--- src/sv/crnr_pkg.sv ---
// shared constants and types for the coverage range nesting resolver
package crnr_pkg;

  localparam int STACK_DEPTH = 64;
  localparam int POS_BITS    = 31;
  localparam int LEVEL_W     = $clog2(STACK_DEPTH + 1);
  localparam int IDX_W       = $clog2(STACK_DEPTH);

  localparam logic KIND_FUNC  = 1'b0;
  localparam logic KIND_BLOCK = 1'b1;

  typedef logic [POS_BITS-1:0] pos_t;
  typedef logic [LEVEL_W-1:0]  level_t;

  // operations on the range stack, at most one of push/pop/set_base/trim at a time
  typedef struct packed {
    logic push;
    logic pop;
    logic set_base;
    logic trim;
    pos_t value;
  } stk_cmd_t;

  typedef struct packed {
    level_t level;
    pos_t   top;
    logic   full;
  } stk_stat_t;

endpackage

--- src/sv/crnr_stack.sv ---
// range stack: end positions in a synchronous memory, top of stack cached
module crnr_stack
  import crnr_pkg::*;
(
  input  logic      clk,
  input  logic      rst,
  input  stk_cmd_t  cmd,
  output stk_stat_t stat
);

  pos_t   mem [STACK_DEPTH];
  pos_t   rdata;
  level_t level;
  pos_t   top_q;
  pos_t   top_next;
  logic   pop_pend;
  level_t rd_level;

  // new top after a pop sits two below the current level
  assign rd_level = level - level_t'(2);

  always_ff @(posedge clk) begin
    if (cmd.push) begin
      mem[level[IDX_W-1:0]] <= cmd.value;
    end else if (cmd.set_base) begin
      mem[0] <= cmd.value;
    end
    rdata <= mem[rd_level[IDX_W-1:0]];
  end

  // cached top: read word right after a pop, or the value just written
  always_comb begin
    top_next = pop_pend ? rdata : top_q;
    if (cmd.push || cmd.set_base) begin
      top_next = cmd.value;
    end else if (cmd.trim && (level > level_t'(1))) begin
      top_next = cmd.value;
    end
  end

  always_ff @(posedge clk) begin
    if (rst) begin
      level    <= '0;
      top_q    <= '0;
      pop_pend <= 1'b0;
    end else begin
      pop_pend <= cmd.pop;
      top_q    <= top_next;
      if (cmd.push) begin
        level <= level + level_t'(1);
      end else if (cmd.pop) begin
        level <= level - level_t'(1);
      end else if (cmd.set_base) begin
        level <= level_t'(1);
      end else if (cmd.trim) begin
        if (level > level_t'(1)) begin
          level <= level_t'(1);
        end
      end
    end
  end

  // forward the read word in the cycle right after a pop
  assign stat.top   = pop_pend ? rdata : top_q;
  assign stat.level = level;
  assign stat.full  = (level == level_t'(STACK_DEPTH));

endmodule

--- src/sv/coverage_range_nesting_resolver_unit.sv ---
// top level of the coverage range nesting resolver
//
// input words (s_axis): a function-begin word (tuser = 0) loads the function
// range, then the function's coverage blocks follow (tuser = 1), sorted by
// start ascending and end descending; tlast marks the final block.
// output words (m_axis): resolved blocks with start, closed end and count;
// tuser flags a nesting push that was dropped on a full stack, tlast marks
// the final resolved block of a run or of the function.
// a block equal in range to the held block merges into it (larger count).
// every other block is held one word, so the next start is known when the
// held one is resolved; an input word thus gives zero, one or two results.
// order: a word that only updates the held block needs no resolve; a resolve
// first pops every stack entry that ends at or before the block start, then
// closes the block. pops go one stack entry a cycle through the memory read.
// results leave through one output register; when the receiver stalls, the
// unit keeps the result and holds off further resolves until it is taken.
// reset clears the stack level, held block, function limit and output valid;
// stack memory contents are not cleared and are never read before written.
module coverage_range_nesting_resolver_unit
  import crnr_pkg::*;
(
  input  logic        clk,
  input  logic        rst,
  input  logic        s_axis_tvalid,
  output logic        s_axis_tready,
  input  logic [95:0] s_axis_tdata,   // item_start[30:0], item_end[62:31], item_count[94:63]
  input  logic        s_axis_tuser,   // kind
  input  logic        s_axis_tlast,   // last_block
  output logic        m_axis_tvalid,
  input  logic        m_axis_tready,
  output logic [95:0] m_axis_tdata,   // out_start[30:0], out_end[62:31], out_count[94:63]
  output logic        m_axis_tuser,   // stack_overflow
  output logic        m_axis_tlast    // out_last
);

  typedef enum logic [1:0] {
    S_IDLE = 2'b01,
    S_RES  = 2'b10
  } state_t;

  state_t state;

  // input word fields
  pos_t        in_start;
  logic [31:0] in_end;
  logic [31:0] in_count;
  logic        in_accept;

  // held block and latest word
  pos_t        held_start;
  logic [31:0] held_end;
  logic [31:0] held_count;
  logic        held_valid;
  pos_t        nb_start;
  logic [31:0] nb_end;
  logic [31:0] nb_count;

  // resolve control: which block, whether a next start exists, follow-up steps
  logic sel_new;
  logic has_next;
  logic f_new;
  logic f_eor;
  logic f_hold;
  logic f_fbegin;

  pos_t func_limit;
  logic past;

  // output register
  logic        out_valid;
  pos_t        out_start;
  logic [31:0] out_end;
  logic [31:0] out_count;
  logic        out_last;
  logic        out_ovf;

  stk_cmd_t  stk_cmd;
  stk_stat_t stk;

  // resolve datapath
  pos_t        b_start;
  logic [31:0] b_end;
  logic [31:0] b_count;
  logic        is_past;
  logic        can_pop;
  pos_t        close_end;
  logic [31:0] res_end;
  logic        slot;
  logic        do_pop;
  logic        finish;
  logic        do_push;
  logic        res_ovf;
  logic        in_match;
  pos_t        in_limit;
  pos_t        nb_limit;

  assign in_start = s_axis_tdata[30:0];
  assign in_end   = s_axis_tdata[62:31];
  assign in_count = s_axis_tdata[94:63];

  assign s_axis_tready = (state == S_IDLE);
  assign in_accept     = s_axis_tvalid && s_axis_tready;

  // negative function end clamps to zero
  assign in_limit = in_end[31] ? '0 : in_end[30:0];
  assign nb_limit = nb_end[31] ? '0 : nb_end[30:0];

  assign in_match = held_valid && (held_start == in_start) && (held_end == in_end);

  assign b_start = sel_new ? nb_start : held_start;
  assign b_end   = sel_new ? nb_end   : held_end;
  assign b_count = sel_new ? nb_count : held_count;

  // past the function end: pass through unchanged
  assign is_past = past || (b_start >= func_limit);
  // pop while the top range ends at or before this block's start
  assign can_pop = (stk.level > level_t'(1)) && (stk.top <= b_start);

  // open end closes at next start if inside the parent, else at parent end
  assign close_end = (has_next && (nb_start < stk.top)) ? nb_start : stk.top;
  assign res_end   = (!is_past && b_end[31]) ? {1'b0, close_end} : b_end;

  assign slot    = !out_valid || m_axis_tready;
  assign do_pop  = (state == S_RES) && !is_past && can_pop;
  assign finish  = (state == S_RES) && !do_pop && slot;
  assign do_push = finish && !is_past && has_next && !stk.full;
  assign res_ovf = !is_past && has_next && stk.full;

  always_comb begin
    stk_cmd          = '0;
    stk_cmd.push     = do_push;
    stk_cmd.pop      = do_pop;
    stk_cmd.value    = func_limit;
    if (do_push) begin
      stk_cmd.value = res_end[POS_BITS-1:0];
    end
    if (in_accept && (s_axis_tuser == KIND_FUNC) && !held_valid) begin
      // function begin with nothing held loads the base range at once
      stk_cmd.set_base = 1'b1;
      stk_cmd.value    = in_limit;
    end
    if (finish && !f_new && f_fbegin) begin
      stk_cmd.set_base = 1'b1;
      stk_cmd.value    = nb_limit;
    end
    if (finish && !f_new && f_eor) begin
      // end of run keeps only the function range; its end is the limit
      stk_cmd.trim = 1'b1;
    end
  end

  crnr_stack u_stack (
    .clk  (clk),
    .rst  (rst),
    .cmd  (stk_cmd),
    .stat (stk)
  );

  // payload registers
  always_ff @(posedge clk) begin
    if (finish) begin
      out_start <= b_start;
      out_end   <= res_end;
      out_count <= b_count;
      out_last  <= !has_next;
      out_ovf   <= res_ovf;
    end
    if (in_accept) begin
      nb_start <= in_start;
      nb_end   <= in_end;
      nb_count <= in_count;
      if (s_axis_tuser == KIND_BLOCK) begin
        if (in_match) begin
          if (in_count > held_count) begin
            held_count <= in_count;
          end
        end else if (!held_valid && !s_axis_tlast) begin
          held_start <= in_start;
          held_end   <= in_end;
          held_count <= in_count;
        end
      end
    end
    if (finish && !f_new && f_hold) begin
      held_start <= nb_start;
      held_end   <= nb_end;
      held_count <= nb_count;
    end
  end

  // control
  always_ff @(posedge clk) begin
    if (rst) begin
      state      <= S_IDLE;
      held_valid <= 1'b0;
      out_valid  <= 1'b0;
      past       <= 1'b0;
      func_limit <= '0;
      sel_new    <= 1'b0;
      has_next   <= 1'b0;
      f_new      <= 1'b0;
      f_eor      <= 1'b0;
      f_hold     <= 1'b0;
      f_fbegin   <= 1'b0;
    end else begin
      if (finish) begin
        out_valid <= 1'b1;
      end else if (out_valid && m_axis_tready) begin
        out_valid <= 1'b0;
      end
      case (state)
        S_IDLE: begin
          if (in_accept) begin
            f_new    <= 1'b0;
            f_eor    <= 1'b0;
            f_hold   <= 1'b0;
            f_fbegin <= 1'b0;
            if (s_axis_tuser == KIND_FUNC) begin
              if (held_valid) begin
                // flush the held block as final, then load the function
                state    <= S_RES;
                sel_new  <= 1'b0;
                has_next <= 1'b0;
                f_fbegin <= 1'b1;
              end else begin
                func_limit <= in_limit;
                past       <= 1'b0;
              end
            end else if (in_match) begin
              if (s_axis_tlast) begin
                state    <= S_RES;
                sel_new  <= 1'b0;
                has_next <= 1'b0;
                f_eor    <= 1'b1;
              end
            end else if (held_valid) begin
              // resolve the held block against the new start
              state    <= S_RES;
              sel_new  <= 1'b0;
              has_next <= 1'b1;
              f_new    <= s_axis_tlast;
              f_eor    <= s_axis_tlast;
              f_hold   <= !s_axis_tlast;
            end else if (s_axis_tlast) begin
              state    <= S_RES;
              sel_new  <= 1'b1;
              has_next <= 1'b0;
              f_eor    <= 1'b1;
            end else begin
              held_valid <= 1'b1;
            end
          end
        end
        S_RES: begin
          if (finish) begin
            if (f_new) begin
              // second result of a final word: the new block itself
              if (is_past) begin
                past <= 1'b1;
              end
              sel_new  <= 1'b1;
              has_next <= 1'b0;
              f_new    <= 1'b0;
            end else begin
              state <= S_IDLE;
              // end of run or a new function clears the past-end mark
              if (f_eor || f_fbegin) begin
                past <= 1'b0;
              end else if (is_past) begin
                past <= 1'b1;
              end
              if (f_eor) begin
                held_valid <= 1'b0;
              end
              if (f_hold) begin
                held_valid <= 1'b1;
              end
              if (f_fbegin) begin
                func_limit <= nb_limit;
                held_valid <= 1'b0;
              end
            end
          end
        end
        default: begin
          state <= S_IDLE;
        end
      endcase
    end
  end

  assign m_axis_tvalid = out_valid;
  assign m_axis_tdata  = {1'b0, out_count, out_end, out_start};
  assign m_axis_tuser  = out_ovf;
  assign m_axis_tlast  = out_last;

endmodule

--- config.mk ---
export PLATFORM = sky130hd
export DESIGN_NAME = coverage_range_nesting_resolver_unit
export DESIGN_NICKNAME = d
export VERILOG_FILES = /design/src/sv/crnr_pkg.sv /design/src/sv/crnr_stack.sv /design/src/sv/coverage_range_nesting_resolver_unit.sv
export SDC_FILE = /design/constraint.sdc
export NUM_CORES = 2
export LEC_CHECK = 0
export ABC_CLOCK_PERIOD_IN_PS = 32299
export BUFFER_PORTS_ARGS = -buffer_cell sky130_fd_sc_hd__buf_2
export CORE_MARGIN = 5
export CORE_UTILIZATION = 32
export DETAILED_ROUTE_END_ITERATION = 7
export PLACE_DENSITY = 0.58
export SLEW_MARGIN = 20
export SYNTH_ARGS = -nofsm -noshare
export SYNTH_HDL_FRONTEND = slang
export SYNTH_SLANG_ARGS = --single-unit
--- constraint.sdc ---
create_clock -name clk -period 32.3 [get_ports clk]
set_clock_uncertainty 0.2 [all_clocks]
set_input_delay 1.615 -clock clk [delete_from_list [all_inputs] [get_ports clk]]
set_output_delay 1.615 -clock clk [all_outputs]
set_load 0.01 [all_outputs]
==> impl_results.md <==
- Status: completed
- Hold Path Depth: 2
- Global-route wire length before repair: 361,000 um
- Initial Util: 0.321
- RR Endpoint: held_count[17]
- Die Wd: 561 um
- Max cap viols: 0
- Synthesized area per cell: 19.8 um2
- Layout cells sized above 1: 0.285
- Routed wire per std cell: 26.5 um
- Yosys cell types: 71
- Post-cts hold buffer count: 0
- Routed vias/inst: 5.25
- Total GRT Usage: 0.154
- Fin. Hold Viols: 0
- Syn Nets: 5,133
- Pwr Total: 8680 uW
- Resized Gates After CTS: 0
- Number of CTS-inserted buffers: 239
- CP Capture Type: flop
- Setup-failing EPs final: 0
- Worst Setup Start Kind: flop
- Post-Place Cells: 8,935
- Critical Path RT: 32.55 ns
- FF-to-FF Start: sel_new
- Core area: 302,000 um2
- Sw Share: 0.285
- Fin crit period: 7.53 ns
- Total negative slack: 0 ns
- Critical Path Max Stage Delay: 0.75 ns
- Vias in the first global route: 50,297
- GRT Residual Overflow: 0
- DP HPWL: 146,000 um
- Rows: 202
- CTS sink count: 2,383
- PnR worst setup slack: 24.77 ns
- CTS max path bufs: 3
- Synth Warn #: 0
- Fraction of registers with async set/reset: 0
- Post-CTS Setup Repair Bufs: 0
- Unrepaired setup endpoints after global routing: false
- CTS clk-pin slew, worst paths: 0.06 ns
- Largest net degree at the start of global routing: 121
- Slew Limit Fails: 0
- Skew-Pair Late Insertion Delay: 0.87 ns
- Final-stage net count: 5,435
- Pwr dens: 77.6 nW/um2
- Area growth syn-to-layout: 15.2%
- Fin cells: 9,390
- Combinational share of power: 0.221
- Main synth FF type: edfxtp_1
- Period utilisation layout: 0.233
- Routability cong.: 0.873
- Worst-path fanout max: 53
- Internal reg-to-reg setup slack: 24.77 ns
- Synthesized cell area: 97,000 um2
- TritonRoute pass-1 iters: 7
- Worst Tran Pin Value: 1.27 ns
- Sw Pwr: 2480 uW
- Via count: 49,251
- Power Internal: 6200 uW
- Crit path kind: flop to flop
- Drc violations: 0
- Die area: 314,000 um2
- H-tree Lvls: 4
- Slew HR: 0.148
- Fill cell count: 27,557
- Antenna violations before repair: 23
- Synth Instances: 4,898
- VDD IR-drop max: 0.0548 mV
- Root Driver: clkbuf_16
- #FFs+latches synth: 2,383
- WHS Endpoint: f_eor
- Number of synthesized flops with an enable pin: 2,271
- Setup WS pre-CTS: 24.82 ns
- TritonCTS clock tree: done
- Start point of the worst hold path: f_eor
- FMAX: 133 MHz
- Final ANT Viol Nets: 0
- Drt first-iter violations: 4,918
- Critical path's slowest cell: buf_4
- P_leak: 0.0354 uW
- Sequential group share of total power: 0.453
- Final wirelength: 249,000 um
- Arr. time, crit path: 7.79 ns
- Clock share of power: 0.326
- Type of the worst min-delay path: flop to flop
- Fin util: 0.370
- Reg2Reg Depth: 16
- Crit path cell chain: buf_4 -> mux2i_1 -> inv_1 -> ha_1 -> nand4_1 -> nor4_1 -> a2111oi_2 -> a211oi_4 -> nor2_2 -> and2_4 -> nor3b_4 -> buf_4 -> a41o_2 -> buf_4 -> a31o_1 -> buf_4
- Crit path top cell by count: buf_4
- Seq/Total Area, Yosys: 0.726
- Die Ht: 561 um
- I/O pin count: 202
- Port Buffer Count: 199
[routing by layer]
metal / global-route usage / vias to the layer above / routed length [um]
met2: 0.249 / 1770 / 119000
met4: 0.0385 / 12 / 6030
met1: 0.215 / 26293 / 106000
li1: - / 20813 / -
met5: 0 / - / 65
met3: 0.0308 / 363 / 18200
[sequential cells by signal (all words and copies together), names as in the netlist, 2 cells and up]
register,count
func_limit,31
held_count,32
held_end,32
held_start,31
nb_count,32
nb_end,32
nb_start,31
out_count,32
out_end,32
out_start,31
state,2
u_stack.level,7
u_stack.mem,1984
u_stack.rdata,31
u_stack.top_q,31
[power groups by stage]
| stage | Sequential, uW | Clock [uW] | Combinational (uW) |
|---|---|---|---|
| 2_1_floorplan | 3970 | 0 | 1230 |
| 3_3_place_gp | 4000 | 0 | 1860 |
| 3_5_place_dp | 4010 | 0 | 1910 |
| 4_1_cts | 3940 | 2890 | 1910 |
| 5_1_grt | 3940 | 3020 | 2070 |
| 6_report | 3930 | 2830 | 1920 |
[through the flow]
| stage | instance area [um2] | hold slack (ns) |
|---|---|---|
| 3_3_place_gp | 104000 | 0.262 |
| 2_1_floorplan | 97000 | 0.245 |
| 3_5_place_dp | 104000 | 0.268 |
| 4_1_cts | 112000 | 0.276 |
| 5_1_grt | 112000 | 0.303 |
| 6_report | 112000 | 0.278 |
[cells in the mapped netlist, types with 49 or more instances]
master,instances,share of area
a21o_1,55,0.0043
nor2_1,91,0.0035
nand2_1,174,0.0067
mux2_2,118,0.014
buf_2,50,0.0026
ha_1,133,0.017
edfxtp_1,2271,0.70
a211oi_1,71,0.0055
buf_1,50,0.0019
clkbuf_1,149,0.0058
a21oi_1,83,0.0043
mux4_2,620,0.14
o21ai_0,141,0.0073
dfxtp_1,112,0.023
inv_1,201,0.0078
mux2i_1,88,0.0091
mux2_1,49,0.0057
[worst max-delay path: cells and delay by family (launching register included)]
family / cells / cell delay, ns
muxes: 1 / 0.37
buffers and inverters: 5 / 2.67
adders and majority gates: 1 / 0.32
DFF: 1 / 0.73
and+or+nand+nor: 5 / 1.39
AOI/OAI and AO/OA: 4 / 1.32
[cell usage in the layout (no fill, tap or decap), types with 32 or more instances in the layout]
master     synthesis  final
clkinv_2           0     37
ha_1             133    132
nand2_1          174    174
nor2_1            91     44
a22o_1            37     37
nand4_1           37     37
nor2_4             0     48
mux2i_1           88     88
a21oi_1           83     82
bufinv_16          0     35
buf_2             50    199
mux2_1            49     49
clkbuf_1         149     50
a211oi_1          71     71
nor2b_1           38     38
inv_1            201    200
a221oi_1          40     40
edfxtp_1        2271   2271
clkbuf_16          0    241
a21o_1            55     55
dfxtp_1          112    109
mux4_2           620    620
o221ai_1          32     32
o21ai_0          141    140
clkinv_1           0     46
mux2_2           118    118
buf_4              4    113
[area by class of cell]
| class | count | area, um2 | area share |
|---|---|---|---|
| clock buffer | 295 | 6270 | 0.0561 |
| tap | 3978 | 4980 | 0.0445 |
| timing repair buffer | 322 | 2050 | 0.0184 |
| clock inverter | 146 | 1760 | 0.0158 |
| sequential | 2383 | 70400 | 0.630 |
| multi-input combinational | 2053 | 25500 | 0.228 |
| inverter | 201 | 757 | 0.00677 |
| antenna | 12 | 30.0 | 0.000269 |
[worst max-delay path by stage]
stage / startpoint / to
3_5_place_dp: sel_new / held_count[16]
4_1_cts: sel_new / held_count[19]
3_3_place_gp: sel_new / held_count[16]
2_1_floorplan: sel_new / m_axis_tlast
5_1_grt: sel_new / held_count[22]
6_report: sel_new / held_count[17]
[logic make-up after synthesis]
kind of cell,synth area share
other,0.0000386
DFF,0.726
AOI/OAI and AO/OA,0.0397
xor gates and xnor gates,0.00370
adders and majority gates,0.0172
buffers and inverters,0.0193
muxes,0.172
and+or+nand+nor,0.0218
No activity file was read; power rests on OpenSTA's default activity.
